`config.mk`:
```
export PLATFORM = sky130hd
export DESIGN_NAME = fix_order_field_parser_core_flat
export DESIGN_NICKNAME = d
export VERILOG_FILES = /design/src/rtl/fofp_pkg.sv /design/src/rtl/fofp_byte_if.sv /design/src/rtl/fofp_order_if.sv /design/src/rtl/fofp_cfg_if.sv /design/src/rtl/fofp_cfg_regs.sv /design/src/rtl/fofp_field_scan.sv /design/src/rtl/fofp_order_build.sv /design/src/rtl/fix_order_field_parser_core.sv /design/src/flat_wrapper.sv
export SDC_FILE = /design/constraint.sdc
export NUM_CORES = 1
export LEC_CHECK = 0
export BUFFER_PORTS_ARGS = -buffer_cell sky130_fd_sc_hd__buf_4
export CORE_MARGIN = 2
export CORE_UTILIZATION = 40
export DETAILED_ROUTE_END_ITERATION = 12
export GPL_TIMING_DRIVEN = 0
export PLACE_DENSITY = 0.66
export SLEW_MARGIN = 20
export SYNTH_ARGS = -nofsm -noshare
export SYNTH_HDL_FRONTEND = slang
export SYNTH_SLANG_ARGS = --single-unit
```
`constraint.sdc`:
```
create_clock -name clk -period 5.65 [get_ports clk]
set_input_delay 0.2825 -clock clk [delete_from_list [all_inputs] [get_ports clk]]
set_output_delay 0.2825 -clock clk [all_outputs]
set_load 0.05 [all_outputs]
```
`src/rtl/fofp_pkg.sv`:
```
package fofp_pkg;

	localparam int TAG_BITS_DEF   = 16;
	localparam int VALUE_BITS_DEF = 32;

	localparam int CFG_IDX_BITS  = 3;
	localparam int CFG_DATA_BITS = 16;

	localparam logic [7:0] CH_SOH   = 8'h01;
	localparam logic [7:0] CH_EQ    = 8'h3D;
	localparam logic [7:0] CH_MINUS = 8'h2D;
	localparam logic [7:0] CH_ZERO  = 8'h30;
	localparam logic [7:0] CH_NINE  = 8'h39;
	localparam logic [7:0] CH_D     = 8'h44;
	localparam logic [7:0] CH_ONE   = 8'h31;
	localparam logic [7:0] CH_TWO   = 8'h32;
	localparam logic [7:0] CH_SPACE = 8'h20;
	localparam logic [7:0] CH_HT    = 8'h09;
	localparam logic [7:0] CH_CR    = 8'h0D;

	typedef enum logic [CFG_IDX_BITS-1:0] {
		REG_MSG_TYPE = 3'd0,
		REG_PRICE    = 3'd1,
		REG_QUANTITY = 3'd2,
		REG_ORD_TYPE = 3'd3,
		REG_SIDE     = 3'd4,
		REG_ORDER_ID = 3'd5
	} reg_idx_t;

	localparam logic [CFG_DATA_BITS-1:0] RST_MSG_TYPE_TAG = 16'd35;
	localparam logic [CFG_DATA_BITS-1:0] RST_PRICE_TAG    = 16'd44;
	localparam logic [CFG_DATA_BITS-1:0] RST_QUANTITY_TAG = 16'd38;
	localparam logic [CFG_DATA_BITS-1:0] RST_ORD_TYPE_TAG = 16'd40;
	localparam logic [CFG_DATA_BITS-1:0] RST_SIDE_TAG     = 16'd54;
	localparam logic [CFG_DATA_BITS-1:0] RST_ORDER_ID_TAG = 16'd37;

	typedef struct packed {
		logic [CFG_DATA_BITS-1:0] msg_type_tag;
		logic [CFG_DATA_BITS-1:0] price_tag;
		logic [CFG_DATA_BITS-1:0] quantity_tag;
		logic [CFG_DATA_BITS-1:0] ord_type_tag;
		logic [CFG_DATA_BITS-1:0] side_tag;
		logic [CFG_DATA_BITS-1:0] order_id_tag;
	} cfg_tags_t;

	typedef enum logic [2:0] {
		SEL_NONE     = 3'd0,
		SEL_MSG_TYPE = 3'd1,
		SEL_PRICE    = 3'd2,
		SEL_QUANTITY = 3'd3,
		SEL_ORD_TYPE = 3'd4,
		SEL_SIDE     = 3'd5,
		SEL_ORDER_ID = 3'd6
	} field_sel_t;

	typedef enum logic [1:0] {
		KIND_NONE   = 2'd0,
		KIND_MARKET = 2'd1,
		KIND_LIMIT  = 2'd2
	} kind_t;

	typedef enum logic [1:0] {
		SIDE_UNSET = 2'd0,
		SIDE_BUY   = 2'd1,
		SIDE_SELL  = 2'd2
	} side_t;

	// One completed field, as seen on its closing SOH.
	typedef struct packed {
		logic       fire;
		logic       no_equals;
		field_sel_t sel;
		logic       num_ok;
		logic       is_d;
		logic       is_1;
		logic       is_2;
	} field_end_t;

	typedef struct packed {
		logic               accepted;
		logic               order_kind;
		logic [1:0]         order_side;
		logic [30:0]        order_price;
		logic [30:0]        order_quantity;
		logic signed [31:0] order_ident;
	} order_t;

endpackage

```
`src/rtl/fofp_byte_if.sv`:
```
interface fofp_byte_if;
	logic       valid;
	logic       ready;
	logic [7:0] data_byte;
	logic       end_of_message;

	modport source (output valid, output data_byte, output end_of_message, input ready);
	modport sink (input valid, input data_byte, input end_of_message, output ready);
endinterface

```
`src/rtl/fofp_order_if.sv`:
```
interface fofp_order_if;
	logic               valid;
	logic               ready;
	logic               accepted;
	logic               order_kind;
	logic [1:0]         order_side;
	logic [30:0]        order_price;
	logic [30:0]        order_quantity;
	logic signed [31:0] order_ident;

	modport source (output valid, output accepted, output order_kind, output order_side,
		output order_price, output order_quantity, output order_ident, input ready);
	modport sink (input valid, input accepted, input order_kind, input order_side,
		input order_price, input order_quantity, input order_ident, output ready);
endinterface

```
`src/rtl/fofp_cfg_if.sv`:
```
interface fofp_cfg_if;
	logic        valid;
	logic        ready;
	logic [2:0]  index;
	logic [15:0] data;

	modport source (output valid, output index, output data, input ready);
	modport sink (input valid, input index, input data, output ready);
endinterface

```
`src/rtl/fofp_cfg_regs.sv`:
```
module fofp_cfg_regs (
	input  logic               clk,
	input  logic               arst_n,
	fofp_cfg_if.sink           cfg,
	output fofp_pkg::cfg_tags_t tags
);
	import fofp_pkg::*;

	cfg_tags_t tags_q;

	assign cfg.ready = 1'b1;
	assign tags      = tags_q;

	always_ff @(posedge clk or negedge arst_n) begin
		if (!arst_n) begin
			tags_q.msg_type_tag <= RST_MSG_TYPE_TAG;
			tags_q.price_tag    <= RST_PRICE_TAG;
			tags_q.quantity_tag <= RST_QUANTITY_TAG;
			tags_q.ord_type_tag <= RST_ORD_TYPE_TAG;
			tags_q.side_tag     <= RST_SIDE_TAG;
			tags_q.order_id_tag <= RST_ORDER_ID_TAG;
		end else if (cfg.valid && cfg.ready) begin
			unique case (cfg.index)
				REG_MSG_TYPE: tags_q.msg_type_tag <= cfg.data;
				REG_PRICE:    tags_q.price_tag    <= cfg.data;
				REG_QUANTITY: tags_q.quantity_tag <= cfg.data;
				REG_ORD_TYPE: tags_q.ord_type_tag <= cfg.data;
				REG_SIDE:     tags_q.side_tag     <= cfg.data;
				REG_ORDER_ID: tags_q.order_id_tag <= cfg.data;
				default: ;
			endcase
		end
	end

endmodule

```
`src/rtl/fofp_field_scan.sv`:
```
module fofp_field_scan #(
	parameter int TAG_BITS   = fofp_pkg::TAG_BITS_DEF,
	parameter int VALUE_BITS = fofp_pkg::VALUE_BITS_DEF
) (
	input  logic                   clk,
	input  logic                   arst_n,
	input  logic                   step,
	input  logic [7:0]             data_byte,
	input  logic                   end_of_message,
	input  logic                   reject,
	input  fofp_pkg::cfg_tags_t    tags,
	output fofp_pkg::field_end_t   field_end,
	output logic [VALUE_BITS-1:0]  value
);
	import fofp_pkg::*;

	localparam int TW = TAG_BITS + 4;
	localparam int VW = VALUE_BITS + 4;
	localparam int CW = (TAG_BITS > CFG_DATA_BITS) ? TAG_BITS : CFG_DATA_BITS;
	localparam logic [VW-1:0]         NEG_MAX_W = VW'(1) << (VALUE_BITS - 1);
	localparam logic [VALUE_BITS-1:0] NEG_MAX   = VALUE_BITS'(1) << (VALUE_BITS - 1);

	typedef struct packed {
		logic                  seen_eq;
		logic                  has_bytes;
		logic [TAG_BITS-1:0]   tag;
		logic                  t_minus;
		logic                  t_digit;
		logic                  t_stop;
		logic                  t_big;
		logic [VALUE_BITS-1:0] mag;
		logic                  v_minus;
		logic                  v_digit;
		logic                  v_stop;
		logic                  v_big;
		logic [7:0]            first_char;
		logic [1:0]            length;
	} field_t;

	field_t        fld_q, fld_n;
	logic          active_q, active_n;
	logic          is_space, is_soh, is_eq, is_minus, is_digit, act;
	logic [3:0]    digit;
	logic [TW-1:0] tag_wide;
	logic [VW-1:0] mag_wide;
	logic          tag_good, len_one;

	assign is_space = (data_byte == CH_SPACE) || (data_byte >= CH_HT && data_byte <= CH_CR);
	assign is_soh   = (data_byte == CH_SOH);
	assign is_eq    = (data_byte == CH_EQ);
	assign is_minus = (data_byte == CH_MINUS);
	assign is_digit = (data_byte >= CH_ZERO) && (data_byte <= CH_NINE);
	assign digit    = 4'(data_byte - CH_ZERO);
	assign act      = active_q || !is_space;

	assign tag_wide = TW'(fld_q.tag) * TW'(10) + TW'(digit);
	assign mag_wide = VW'(fld_q.mag) * VW'(10) + VW'(digit);

	always_comb begin
		fld_n    = fld_q;
		active_n = active_q;
		if (!reject) begin
			active_n = act;
			if (act) begin
				if (is_soh) begin
					fld_n = '0;
				end else begin
					if (!fld_q.seen_eq) begin
						if (is_eq) begin
							fld_n.seen_eq = 1'b1;
						end else if (!fld_q.t_stop) begin
							if (is_minus && !fld_q.has_bytes) begin
								fld_n.t_minus = 1'b1;
							end else if (is_digit) begin
								fld_n.t_digit = 1'b1;
								if (!fld_q.t_big) begin
									if (tag_wide[TW-1:TAG_BITS] != '0) begin
										fld_n.t_big = 1'b1;
									end else begin
										fld_n.tag = tag_wide[TAG_BITS-1:0];
									end
								end
							end else begin
								fld_n.t_stop = 1'b1;
							end
						end
					end else begin
						if (fld_q.length == 2'd0) begin
							fld_n.first_char = data_byte;
						end
						if (fld_q.length != 2'd2) begin
							fld_n.length = 2'(fld_q.length + 2'd1);
						end
						if (!fld_q.v_stop) begin
							if (is_minus && fld_q.length == 2'd0) begin
								fld_n.v_minus = 1'b1;
							end else if (is_digit) begin
								fld_n.v_digit = 1'b1;
								if (!fld_q.v_big) begin
									if (mag_wide > NEG_MAX_W) begin
										fld_n.v_big = 1'b1;
									end else begin
										fld_n.mag = mag_wide[VALUE_BITS-1:0];
									end
								end
							end else begin
								fld_n.v_stop = 1'b1;
							end
						end
					end
					fld_n.has_bytes = 1'b1;
				end
			end
		end
		if (end_of_message) begin
			fld_n    = '0;
			active_n = 1'b0;
		end
	end

	// Field results are taken from the state before the closing SOH.
	assign tag_good = fld_q.t_digit && !fld_q.t_big && (!fld_q.t_minus || fld_q.tag == '0);
	assign len_one  = (fld_q.length == 2'd1);

	always_comb begin
		field_end.fire      = !reject && act && is_soh && fld_q.has_bytes;
		field_end.no_equals = !fld_q.seen_eq;
		field_end.num_ok    = fld_q.v_digit && !fld_q.v_big &&
			(fld_q.v_minus ? (fld_q.mag <= NEG_MAX) : (fld_q.mag < NEG_MAX));
		field_end.is_d      = len_one && fld_q.first_char == CH_D;
		field_end.is_1      = len_one && fld_q.first_char == CH_ONE;
		field_end.is_2      = len_one && fld_q.first_char == CH_TWO;
		priority if (!tag_good)                                   field_end.sel = SEL_NONE;
		else if (CW'(fld_q.tag) == CW'(tags.msg_type_tag)) field_end.sel = SEL_MSG_TYPE;
		else if (CW'(fld_q.tag) == CW'(tags.price_tag))    field_end.sel = SEL_PRICE;
		else if (CW'(fld_q.tag) == CW'(tags.quantity_tag)) field_end.sel = SEL_QUANTITY;
		else if (CW'(fld_q.tag) == CW'(tags.ord_type_tag)) field_end.sel = SEL_ORD_TYPE;
		else if (CW'(fld_q.tag) == CW'(tags.side_tag))     field_end.sel = SEL_SIDE;
		else if (CW'(fld_q.tag) == CW'(tags.order_id_tag)) field_end.sel = SEL_ORDER_ID;
		else                                                     field_end.sel = SEL_NONE;
	end

	assign value = fld_q.v_minus ? VALUE_BITS'(-fld_q.mag) : fld_q.mag;

	always_ff @(posedge clk or negedge arst_n) begin
		if (!arst_n) begin
			fld_q    <= '0;
			active_q <= 1'b0;
		end else if (step) begin
			fld_q    <= fld_n;
			active_q <= active_n;
		end
	end

endmodule

```
`src/rtl/fofp_order_build.sv`:
```
module fofp_order_build #(
	parameter int VALUE_BITS = fofp_pkg::VALUE_BITS_DEF
) (
	input  logic                  clk,
	input  logic                  arst_n,
	input  logic                  step,
	input  logic                  end_of_message,
	input  fofp_pkg::field_end_t  field_end,
	input  logic [VALUE_BITS-1:0] value,
	output logic                  reject,
	output fofp_pkg::order_t      result
);
	import fofp_pkg::*;

	kind_t                        kind_q, kind_n;
	side_t                        side_q, side_n;
	logic signed [VALUE_BITS-1:0] price_q, price_n;
	logic signed [VALUE_BITS-1:0] qty_q, qty_n;
	logic signed [VALUE_BITS-1:0] ident_q, ident_n;
	logic                         reject_q, reject_n;
	logic                         ok;

	assign reject = reject_q;

	always_comb begin
		kind_n   = kind_q;
		side_n   = side_q;
		price_n  = price_q;
		qty_n    = qty_q;
		ident_n  = ident_q;
		reject_n = reject_q;
		if (field_end.fire) begin
			if (field_end.no_equals) begin
				reject_n = 1'b1;
			end else begin
				unique case (field_end.sel)
					SEL_MSG_TYPE: begin
						if (field_end.is_d) kind_n = KIND_LIMIT;
						else reject_n = 1'b1;
					end
					SEL_PRICE: begin
						if (field_end.num_ok) price_n = value;
					end
					SEL_QUANTITY: begin
						if (field_end.num_ok) qty_n = value;
					end
					SEL_ORD_TYPE: begin
						if (field_end.is_1) kind_n = KIND_MARKET;
						else if (field_end.is_2) kind_n = KIND_LIMIT;
					end
					SEL_SIDE: begin
						if (field_end.is_1) side_n = SIDE_BUY;
						else if (field_end.is_2) side_n = SIDE_SELL;
					end
					SEL_ORDER_ID: begin
						if (field_end.num_ok) ident_n = value;
					end
					default: ;
				endcase
			end
		end
	end

	// The result reflects the last byte, including a closing SOH on it.
	assign ok = !reject_n && kind_n != KIND_NONE &&
		!price_n[VALUE_BITS-1] && price_n != '0 &&
		!qty_n[VALUE_BITS-1] && qty_n != '0;

	always_comb begin
		result.accepted       = ok;
		result.order_kind     = ok && kind_n == KIND_LIMIT;
		result.order_side     = ok ? side_n : SIDE_UNSET;
		result.order_price    = ok ? 31'(price_n) : '0;
		result.order_quantity = ok ? 31'(qty_n) : '0;
		result.order_ident    = ok ? 32'(ident_n) : '0;
	end

	always_ff @(posedge clk or negedge arst_n) begin
		if (!arst_n) begin
			kind_q   <= KIND_NONE;
			side_q   <= SIDE_UNSET;
			price_q  <= '0;
			qty_q    <= '0;
			ident_q  <= '0;
			reject_q <= 1'b0;
		end else if (step) begin
			if (end_of_message) begin
				kind_q   <= KIND_NONE;
				side_q   <= SIDE_UNSET;
				price_q  <= '0;
				qty_q    <= '0;
				ident_q  <= '0;
				reject_q <= 1'b0;
			end else begin
				kind_q   <= kind_n;
				side_q   <= side_n;
				price_q  <= price_n;
				qty_q    <= qty_n;
				ident_q  <= ident_n;
				reject_q <= reject_n;
			end
		end
	end

endmodule

```
`src/rtl/fix_order_field_parser_core.sv`:
```
// FIX order parser: takes one message byte per word on msg, with end_of_message on the
// last byte, and gives one order word on the order channel for every message. Leading
// whitespace is skipped, fields are split at SOH and cut at their first '='; six tag
// numbers, set through cfg (index 0 message type to 5 order id), pick the fields that
// load message type, price, quantity, order kind, side and id. The per-byte update of
// the tag and value accumulators (multiply by ten, add, range check) is combinational,
// so one byte is accepted every cycle unless a last byte waits for the result register.
// A message's result is registered from its last byte in the input register, which keeps
// taking bytes while a result waits on order.ready, until a second last byte arrives.
// The user must write the tag table only while no message is in flight; no logic checks it.
module fix_order_field_parser_core #(
	parameter int TAG_BITS   = fofp_pkg::TAG_BITS_DEF,
	parameter int VALUE_BITS = fofp_pkg::VALUE_BITS_DEF
) (
	input  logic          clk,
	input  logic          arst_n,
	fofp_byte_if.sink     msg,
	fofp_order_if.source  order,
	fofp_cfg_if.sink      cfg
);
	import fofp_pkg::*;

	cfg_tags_t             tags;
	field_end_t            field_end;
	logic [VALUE_BITS-1:0] value;
	logic                  reject;
	order_t                result;

	logic       valid_s1;
	logic [7:0] data_s1;
	logic       eom_s1;
	logic       step;
	order_t     out_q;
	logic       out_valid_q;

	// A last byte may only move on when the result register is free or being emptied.
	assign step      = valid_s1 && (!eom_s1 || !out_valid_q || order.ready);
	assign msg.ready = !valid_s1 || step;

	always_ff @(posedge clk or negedge arst_n) begin
		if (!arst_n) begin
			valid_s1 <= 1'b0;
		end else if (msg.valid && msg.ready) begin
			valid_s1 <= 1'b1;
		end else if (step) begin
			valid_s1 <= 1'b0;
		end
	end

	always_ff @(posedge clk) begin
		if (msg.valid && msg.ready) begin
			data_s1 <= msg.data_byte;
			eom_s1  <= msg.end_of_message;
		end
	end

	fofp_cfg_regs u_cfg_regs (
		.clk    (clk),
		.arst_n (arst_n),
		.cfg    (cfg),
		.tags   (tags)
	);

	fofp_field_scan #(
		.TAG_BITS   (TAG_BITS),
		.VALUE_BITS (VALUE_BITS)
	) u_field_scan (
		.clk            (clk),
		.arst_n         (arst_n),
		.step           (step),
		.data_byte      (data_s1),
		.end_of_message (eom_s1),
		.reject         (reject),
		.tags           (tags),
		.field_end      (field_end),
		.value          (value)
	);

	fofp_order_build #(
		.VALUE_BITS (VALUE_BITS)
	) u_order_build (
		.clk            (clk),
		.arst_n         (arst_n),
		.step           (step),
		.end_of_message (eom_s1),
		.field_end      (field_end),
		.value          (value),
		.reject         (reject),
		.result         (result)
	);

	always_ff @(posedge clk or negedge arst_n) begin
		if (!arst_n) begin
			out_valid_q <= 1'b0;
		end else if (step && eom_s1) begin
			out_valid_q <= 1'b1;
		end else if (order.ready) begin
			out_valid_q <= 1'b0;
		end
	end

	always_ff @(posedge clk) begin
		if (step && eom_s1) begin
			out_q <= result;
		end
	end

	assign order.valid          = out_valid_q;
	assign order.accepted       = out_q.accepted;
	assign order.order_kind     = out_q.order_kind;
	assign order.order_side     = out_q.order_side;
	assign order.order_price    = out_q.order_price;
	assign order.order_quantity = out_q.order_quantity;
	assign order.order_ident    = out_q.order_ident;

endmodule
```
`src/flat_wrapper.sv`:
```
// flat-port wrapper written by rule: the top's interface ports become plain ports
module fix_order_field_parser_core_flat import fofp_pkg::*;
#(
	parameter int TAG_BITS   = fofp_pkg::TAG_BITS_DEF,
	parameter int VALUE_BITS = fofp_pkg::VALUE_BITS_DEF
)
  (clk, arst_n, msg_valid, msg_data_byte, msg_end_of_message, msg_ready, order_valid, order_accepted, order_order_kind, order_order_side, order_order_price, order_order_quantity, order_order_ident, order_ready, cfg_valid, cfg_index, cfg_data, cfg_ready);
  fofp_byte_if msg_i ();
  fofp_order_if order_i ();
  fofp_cfg_if cfg_i ();
  input  logic clk;
  input  logic arst_n;
  input wire logic [$bits(msg_i.valid)-1:0] msg_valid;
  input wire logic [$bits(msg_i.data_byte)-1:0] msg_data_byte;
  input wire logic [$bits(msg_i.end_of_message)-1:0] msg_end_of_message;
  output wire logic [$bits(msg_i.ready)-1:0] msg_ready;
  output wire logic [$bits(order_i.valid)-1:0] order_valid;
  output wire logic [$bits(order_i.accepted)-1:0] order_accepted;
  output wire logic [$bits(order_i.order_kind)-1:0] order_order_kind;
  output wire logic [$bits(order_i.order_side)-1:0] order_order_side;
  output wire logic [$bits(order_i.order_price)-1:0] order_order_price;
  output wire logic [$bits(order_i.order_quantity)-1:0] order_order_quantity;
  output wire logic [$bits(order_i.order_ident)-1:0] order_order_ident;
  input wire logic [$bits(order_i.ready)-1:0] order_ready;
  input wire logic [$bits(cfg_i.valid)-1:0] cfg_valid;
  input wire logic [$bits(cfg_i.index)-1:0] cfg_index;
  input wire logic [$bits(cfg_i.data)-1:0] cfg_data;
  output wire logic [$bits(cfg_i.ready)-1:0] cfg_ready;
  assign msg_i.valid = msg_valid;
  assign msg_i.data_byte = msg_data_byte;
  assign msg_i.end_of_message = msg_end_of_message;
  assign msg_ready = msg_i.ready;
  assign order_valid = order_i.valid;
  assign order_accepted = order_i.accepted;
  assign order_order_kind = order_i.order_kind;
  assign order_order_side = order_i.order_side;
  assign order_order_price = order_i.order_price;
  assign order_order_quantity = order_i.order_quantity;
  assign order_order_ident = order_i.order_ident;
  assign order_i.ready = order_ready;
  assign cfg_i.valid = cfg_valid;
  assign cfg_i.index = cfg_index;
  assign cfg_i.data = cfg_data;
  assign cfg_ready = cfg_i.ready;
  fix_order_field_parser_core #(.TAG_BITS(TAG_BITS), .VALUE_BITS(VALUE_BITS)) u_core (.clk(clk), .arst_n(arst_n), .msg(msg_i), .order(order_i), .cfg(cfg_i));
endmodule
```
---- Word-level counts from Yosys, hierarchy flattened ----
Index checks and enable logic that the tools add are counted.
word-level totals
  logic and storage cells ................. 245
  bits in read-only memories .............. 0
  RAM bits ................................ 0
  flip-flop bits (word level) ............. 375
  latch bits .............................. 0
  output and inout bits ................... 101
  input bits .............................. 33
  memories ................................ 0
operators by class
  $lt $le $gt $ge ......................... 7
  shifts and indexed selects .............. 0
  add/sub/neg operators ................... 5
  bitwise gates (word level) .............. 0
  equality and inequality tests ........... 38
  muxes and demuxes ....................... 81
  reductions and logical operators ........ 75
  div/mod/pow operators ................... 0
  multipliers ............................. 2
operators with widths
  kind                                                                                count
  32-bit two-way mux                                                                  20
  68-bit two-way mux                                                                  4
  16-bit == test                                                                      6
  16-bit two-way mux                                                                  4
  32-bit nonzero test                                                                 2
  20-bit two-way mux                                                                  3
  46-bit two-way mux                                                                  1
  8-bit by 6-bit == test with 1-bit output (second input constant)                    5
  36-bit by 4-bit adder with 36-bit output                                            1
  36-bit by 32-bit greater-than comparator with 1-bit output (second input constant)  1
  36-bit two-way mux                                                                  1
  32-bit by 3-bit multiplier with 35-bit output (second input constant)               1
  32-bit <= comparator (second input constant)                                        1
  32-bit < comparator (second input constant)                                         1
  32-bit negation                                                                     1
  3-bit two-way mux                                                                   9
  2-bit two-way mux                                                                   13
  1-bit two-way mux                                                                   24
  1-bit logical AND                                                                   23
  20-bit by 4-bit adder with 20-bit output                                            1
  16-bit by 3-bit multiplier with 19-bit output (second input constant)               1
  3-bit nonzero test                                                                  6
  16-bit logical NOT                                                                  1
  3-bit == test (second input constant)                                               5
  other kinds (33)                                                                    73

---- Logic depth before layout (Yosys ltp) ----
  word-level depth ........................ 19
  mapped depth ............................ 18
  mapped depth without buffers ............ 17

---- Modules after synthesis ----
A second synthesis with hierarchy kept.
unflattened totals
  cell total of the unflattened synthesis .. 2068
  area total of the unflattened synthesis .. 22764.3 µm²
by module, submodules not included
  module                       area each (µm²)  cells each  sequential area each (µm²)  instances
  fofp_field_scan              9291.4           1125        1726.7                      1
  fofp_order_build             6439.9           616         2527.4                      1
  fofp_cfg_regs                3712.3           210         2424.8                      1
  fix_order_field_parser_core  3320.7           117         3263.1                      1

---- Worst setup path after synthesis ----
OpenSTA, ideal clock, no wires.
  kind .................................... register -> register
  from .................................... register u_core.out_valid_q, in the netlist u_core.order.valid
  to ...................................... register u_core.u_field_scan.fld_q[51] in the netlist's numbering
  setup slack ............................. 0.623 ns
  clock period less this slack ............ 5.027 ns
  required time ........................... 5.515 ns
  library setup time ...................... 0.135 ns
  buffers on the path ..................... 2
  arrival ................................. 4.893 ns
  stages on the path, launching flop included .. 14
  cells stage by stage .................... dfrtp_1 nand3b_1 and2_1 clkbuf_1 nand2_1 inv_1 nor2_1 a2111oi_0 nand2_1 nor4_1 nand2_1 clkbuf_1 nand3_1 o21ai_0
on the way
  word-level cells in the longest chain between the ends .. 5
ends and longest elaborated chain
  what                                   RTL line                           RTL
  start, declared                        fix_order_field_parser_core.sv:34  logic out_valid_q;
  start signal, assigned                 fix_order_field_parser_core.sv:94  out_valid_q <= 1'b0;
  start signal, assigned                 fix_order_field_parser_core.sv:96  out_valid_q <= 1'b1;
  start signal, assigned                 fix_order_field_parser_core.sv:98  out_valid_q <= 1'b0;
  1-bit logical NOT                      fix_order_field_parser_core.sv:37  assign step = valid_s1 && (!eom_s1 || !out_valid_q || order.ready);
  1-bit logical OR (2 in a row)          fix_order_field_parser_core.sv:37
  1-bit logical AND                      fix_order_field_parser_core.sv:37
  10-bit AND reduction (no source line)  --
  end signal, assigned                   fofp_field_scan.sv:150             fld_q <= fld_n;
  end, declared                          fofp_field_scan.sv:40              field_t fld_q, fld_n;
Every way passes these cells.
A chain may end at the register's enable or synchronous reset.

---- Worst setup path in the final report ----
  from .................................... register u_core.u_field_scan.fld_q[24] in the netlist's numbering
  to ...................................... register u_core.u_field_scan.fld_q[28] in the netlist's numbering
on the way
  word-level cells in the longest chain between the ends .. 12
  elaborated cells on any way between the ends .. 15
  classes of those cells .................. 1 x add/sub; 1 x mul; 1 x order compare; 1 x eq/ne; 10 x mux; 1 x reduce/logical
ends and longest elaborated chain
  what                                                                                                                 RTL line               RTL
  32-bit by 3-bit multiplier with 35-bit output *                                                                      fofp_field_scan.sv:57  assign mag_wide = VW'(fld_q.mag) * VW'(10) + VW'(digit);
  36-bit by 4-bit adder with 36-bit output *                                                                           fofp_field_scan.sv:57
  parallel branches: the longest is 10 deep, another holds 36-bit by 32-bit greater-than comparator with 1-bit output  --
Mark *: on every way between the ends. The select of a mux whose other input is x is not followed.

==> run summary <==
After floorplanning, the core was sized to cover 0.0536 mm^2. The fraction of power consumed by combinational cells came out at ~11%. The worst register-to-register path begins at u_core.u_field_scan.fld_q[24]$_DFFE_PN0P_. In this run switching power makes up between 20 and 30% of total power. The clock latency at the later pin of the worst-skew pair came out at ~0.57 ns. The post-route netlist has 17.6% of its cells at a drive strength greater than 1. The flop-to-flop setup slack came out at 0.11 ns. The highest net fanout along the worst path came out at 10.

The worst setup path is of the flip-flop to flip-flop kind. The number of endpoints failing setup at the final stage is 0. TritonCTS built the clock tree. The max-slew violation count was 0. The clock skew is 0.0318 ns. The first-iteration detailed-routing DRC count is 1411. Among all stages on the critical path, the largest delay is contributed by sky130_fd_sc_hd__dfrtp_1. The run finished with clean final reports. The congestion estimate from routability-driven global placement came to 0.953. After synthesis, the share of flip-flops with an asynchronous set or reset is a little over 70%. The portion of total power attributed to the clock network came out at between 40 and 50%. The clock net sink count came out at 375. The required time of the critical path came out at 6.11 ns. For this run, global-route usage on met2 was measured as 35.3%. Synthesis produced a netlist with a net count of 2201. The worst-case IR drop observed on VDD is 0.000165 V. The TritonCTS buffer count came out at 40. At the pin with the least slew margin, the transition time is 1.21 ns. The routed wire length is 62500 um. The final routed wire length divided by cell count is approximately 21 um. The internal power came out at 0.00493 W. The maximum cell stage delay along the critical path is 0.59 ns. The layout has 4890 filler cells. The initial antenna violation count came out at 1. In the synthesized netlist the dominant register cell turns out to be sky130_fd_sc_hd__dfrtp_1. STA classifies the critical path endpoint as a flip-flop.

The total congestion overflow is 0. The count of cell types in the netlist came out at 84. The flop and latch count out of synthesis is 375. The critical path depth is 17. The I/O pin count came out at 134. For this run, global-route usage on met1 was measured as 30.0%. Derived from the worst setup path, the maximum achievable clock frequency is 180 MHz. The standard-cell row count is between 80 and 90. The worst path buffer plus inverter count is 2. The number of search-and-repair iterations in the first detailed-routing pass came out at 7. The period utilization is 98.1%.

The capture point of the critical path is u_core.u_field_scan.fld_q[28]$_DFFE_PN0P_. The mapped cell area came out at 0.0216 mm^2. The signal on the critical path passes through ha_1 -> ha_1 -> buf_2 -> nand4_1 -> o221a_2 -> o21a_1 -> o31ai_2 -> xor2_1 -> nand3_1 -> or2_2 -> nor4_2 -> xor2_1 -> nand2_1 -> o41ai_4 -> o211ai_2 -> clkbuf_4 -> a22o_1. The number of nets in the final layout is about 2400.

The detailed router placed 17400 vias in this run. The number of nets with antenna violations after routing came out at 0. Power spread over the standard cell area amounts to 261 mW/mm^2. The count of yosys warnings during synthesis came out at 0.

Input and output buffers added on the ports amount to 130. For this run, the register share of the synthesized area comes to a little under half. The number of max-cap violations is 0. The most critical setup path has its startpoint at u_core.u_field_scan.fld_q[24]$_DFFE_PN0P_.

The worst hold path class is input pin to flip-flop. The die span in y is 237 um. Ranked by total cell area, the synthesized netlist is headed by sky130_fd_sc_hd__dfrtp_1 (29%), sky130_fd_sc_hd__edfxtp_1 (15%), sky130_fd_sc_hd__ha_1 (5.7%), sky130_fd_sc_hd__mux2_2 (5.2%), sky130_fd_sc_hd__xnor2_1 (5.1%). In the routed design, unresolved DRC markers number 0.

The arrival time of the worst setup path is 6.00 ns. The mean instance size in the synthesized netlist came out at 10.5 um^2. The non-filler instance count after layout is 2993. In this design, the largest share of critical-path delay is due to compound AO/OA/AOI/OAI gates.

The share of the synthesized area in the top cell type is 28.9%. The total negative slack for setup checks is 0 ns. STA classifies the critical path startpoint as a flip-flop.

The via count of the first global-routing pass came out at 17200. The number of hold-slack violations in the final timing report is 0. The clock edge transition at the registers on the reported setup and hold paths came out at ~0.070 ns. The first-pass GRT wire length came out at 97100 um. The depth of the CTS H-tree is 2. Detailed placement finished with a half-perimeter wire length of ~46000 um. In this run the clock root is driven by a sky130_fd_sc_hd__clkbuf_16.

The count of cells along the worst register-to-register path came out at 17. The share of total power dissipated in sequential elements is 48.0%. The leakage power summed over all cells came out at 10.9 nW. The post-route minimum period is 5.54 ns.

The clock passes through at most 3 buffers. The net switching component of the power is 0.00168 W. The pin count of the biggest net entering global routing is 98. The smallest hold slack came out at 0.0175 ns. The count of mapped cells out of synthesis came out at around 2100. Yosys mapped a number of flops with a built-in enable equal to 107. The number of placed instances, taps included is about 2900. The floorplan step set the die width to 237 um. The met3 usage in global routing came out at between 3 and 4%. In this run the tightest slew margin relative to its limit is 18.6%. The starting utilization of the core area came out at 40.4%. The total area of multi-input combinational cells is 0.0113 mm^2. The register area came out at a little under 0.01 mm^2. After detailed routing, the number of vias per cell comes to 5.81. The die covers 0.0559 mm^2. The post-synthesis to final-layout area growth is 17.2%.

The leading area contributor after synthesis is sky130_fd_sc_hd__dfrtp_1. The worst register-to-register path ends at u_core.u_field_scan.fld_q[28]$_DFFE_PN0P_. After global routing, the most crowded layer is met2. The overall fraction of global-route tracks in use came out at 22.0%.

The repair_antennas step left the layout with diodes totalling 0.
-- cells by family after synthesis --
logic type                 count (synthesis)  share of synthesized area [%]
and+or+nand+nor                          648                           14.9
AOI/OAI and AO/OA                        429                           13.8
DFF                                      375                           46.0
xor gates and xnor gates                 200                           8.10
muxes                                    168                           8.35
buffers and inverters                    143                           2.78
adders and majority gates                102                           6.04
other                                      1                         0.0173
-- per-layer routing --
layer	wire, um	part of all wire [%]
met1	27700	44
met2	28800	46
met5	13	0.021
met4	2160	3.5
met3	3940	6.3
-- worst register-to-register path: cells and delay by family, from the launching register on --
| kind | cells | cell delay, ns |
|---|---|---|
| DFF | 1 | 0.59 |
| AOI/OAI and AO/OA | 6 | 1.91 |
| buffers and inverters | 2 | 0.48 |
| and+or+nand+nor | 5 | 1.22 |
| adders and majority gates | 2 | 0.63 |
| xor gates and xnor gates | 2 | 0.62 |
-- through the flow --
stage | total power [W] | util (%) | worst slack (ns) | area [um^2]
after floorplan | 0.00369 | - | 0.623 | 21600
after global placement | 0.00390 | 43.8 | -0.893 | 23500
after detailed placement | 0.00395 | 44.1 | -0.370 | 23600
after CTS | 0.00664 | 46.9 | 0.0152 | 25100
after global routing | 0.00684 | 47.3 | -0.0848 | 25300
final | 0.00661 | 47.3 | 0.107 | 25300
-- cell usage after synthesis (9+ instances only) --
cell,instances
sky130_fd_sc_hd__xor2_1,73
sky130_fd_sc_hd__xnor2_1,127
sky130_fd_sc_hd__mux2i_1,69
sky130_fd_sc_hd__mux2_2,99
sky130_fd_sc_hd__nand4_1,41
sky130_fd_sc_hd__nand2_1,197
sky130_fd_sc_hd__nor2_1,149
sky130_fd_sc_hd__or4_1,14
sky130_fd_sc_hd__nand3_1,43
sky130_fd_sc_hd__dfstp_2,18
sky130_fd_sc_hd__nor4_1,53
sky130_fd_sc_hd__a22oi_1,18
sky130_fd_sc_hd__buf_2,28
sky130_fd_sc_hd__o21ai_0,95
sky130_fd_sc_hd__dfrtp_1,250
sky130_fd_sc_hd__and2_1,13
sky130_fd_sc_hd__clkbuf_1,68
sky130_fd_sc_hd__a22o_1,86
sky130_fd_sc_hd__and3_1,15
sky130_fd_sc_hd__nor2b_1,12
sky130_fd_sc_hd__nand3b_1,12
sky130_fd_sc_hd__inv_1,40
sky130_fd_sc_hd__a21o_1,15
sky130_fd_sc_hd__edfxtp_1,107
sky130_fd_sc_hd__nor3_1,34
sky130_fd_sc_hd__a31oi_1,9
sky130_fd_sc_hd__nand2b_1,9
sky130_fd_sc_hd__nor3b_1,11
sky130_fd_sc_hd__a21oi_1,90
sky130_fd_sc_hd__o2bb2ai_1,18
sky130_fd_sc_hd__a21boi_0,15
sky130_fd_sc_hd__ha_1,98
sky130_fd_sc_hd__or3_1,13
sky130_fd_sc_hd__o31ai_1,14
-- registers in the layout, indices dropped and copies added, names as in the netlist --
signal and count:
u_core.data_s1 8, u_core.eom_s1 1, u_core.order.accepted 1, u_core.order.order_ident 32, u_core.order.order_kind 1, u_core.order.order_price 31, u_core.order.order_quantity 31, u_core.order.order_side 2
u_core.order.valid 1, u_core.u_cfg_regs.tags 96, u_core.u_field_scan.active_q 1, u_core.u_field_scan.fld_q 68, u_core.u_order_build.ident_q 32, u_core.u_order_build.kind_q 2, u_core.u_order_build.price_q 32, u_core.u_order_build.qty_q 32
u_core.u_order_build.reject 1, u_core.u_order_build.side_q 2, u_core.valid_s1 1
-- worst min path at each step --
| stage | depth (start not counted) | endpoint | slack, ns | start |
|---|---|---|---|---|
| 2_1_floorplan | 0 | u_core.order.valid$_DFFE_PN0P_ | -0.01 | arst_n |
| 3_3_place_gp | 1 | u_core.data_s1[0]$_DFFE_PP_ | 0.46 | msg_data_byte[0] |
| 3_5_place_dp | 1 | u_core.u_field_scan.fld_q[16]$_DFFE_PN0P_ | 0.13 | arst_n |
| 4_1_cts | 2 | u_core.u_cfg_regs.tags[46]$_DFFE_PN0P_ | 0.0007 | cfg_data[14] |
| 5_1_grt | 2 | u_core.u_cfg_regs.tags[62]$_DFFE_PN0P_ | 0.01 | cfg_data[14] |
| 6_report | 2 | u_core.u_cfg_regs.tags[51]$_DFFE_PN0P_ | 0.02 | cfg_data[3] |
-- what timing repair did --
action | in CTS | in global routing
pin swaps | 2 | 2
endpoints found under the setup margin | 53 | 68
setup buffers | 2 | 7
hold buffers | 14 | 0
resized for setup | 10 | 26
endpoints found under the hold margin | 107 | 0
-- layout make-up --
type | instances | share of cell area [%]
Clock buffer | 52 | 4.25
Sequential cell | 375 | 39.3
Inverter | 40 | 0.612
Timing Repair Buffer | 158 | 5.21
Multi-Input combinational cell | 1548 | 44.5
Buffer | 103 | 1.80
Clock inverter | 21 | 0.973
Tap cell | 696 | 3.44
-- power by group through the flow --
stage / Sequential, W / Combinational (W) / Clock, W
after CTS: 0.00317 / 0.000739 / 0.00273
after global routing: 0.00320 / 0.000805 / 0.00284
after floorplan: 0.00324 / 0.000449 / 0
final: 0.00317 / 0.000740 / 0.00270
after global placement: 0.00321 / 0.000693 / 0
after detailed placement: 0.00322 / 0.000726 / 0
-- cells in the final DEF, fill, tap and decap left out, types with 41 or more instances in the layout --
| cell | instances |
|---|---|
| sky130_fd_sc_hd__nor4_1 | 48 |
| sky130_fd_sc_hd__nand4_1 | 41 |
| sky130_fd_sc_hd__mux2_2 | 99 |
| sky130_fd_sc_hd__edfxtp_1 | 107 |
| sky130_fd_sc_hd__o21ai_0 | 94 |
| sky130_fd_sc_hd__mux2i_1 | 69 |
| sky130_fd_sc_hd__xnor2_1 | 126 |
| sky130_fd_sc_hd__nand3_1 | 43 |
| sky130_fd_sc_hd__buf_4 | 140 |
| sky130_fd_sc_hd__nor2_1 | 148 |
| sky130_fd_sc_hd__a21oi_1 | 90 |
| sky130_fd_sc_hd__nand2_1 | 197 |
| sky130_fd_sc_hd__xor2_1 | 72 |
| sky130_fd_sc_hd__clkbuf_1 | 76 |
| sky130_fd_sc_hd__a22o_1 | 86 |
| sky130_fd_sc_hd__dfrtp_1 | 245 |
| sky130_fd_sc_hd__ha_1 | 98 |
Note: power is estimated with default switching activity, not from simulation.
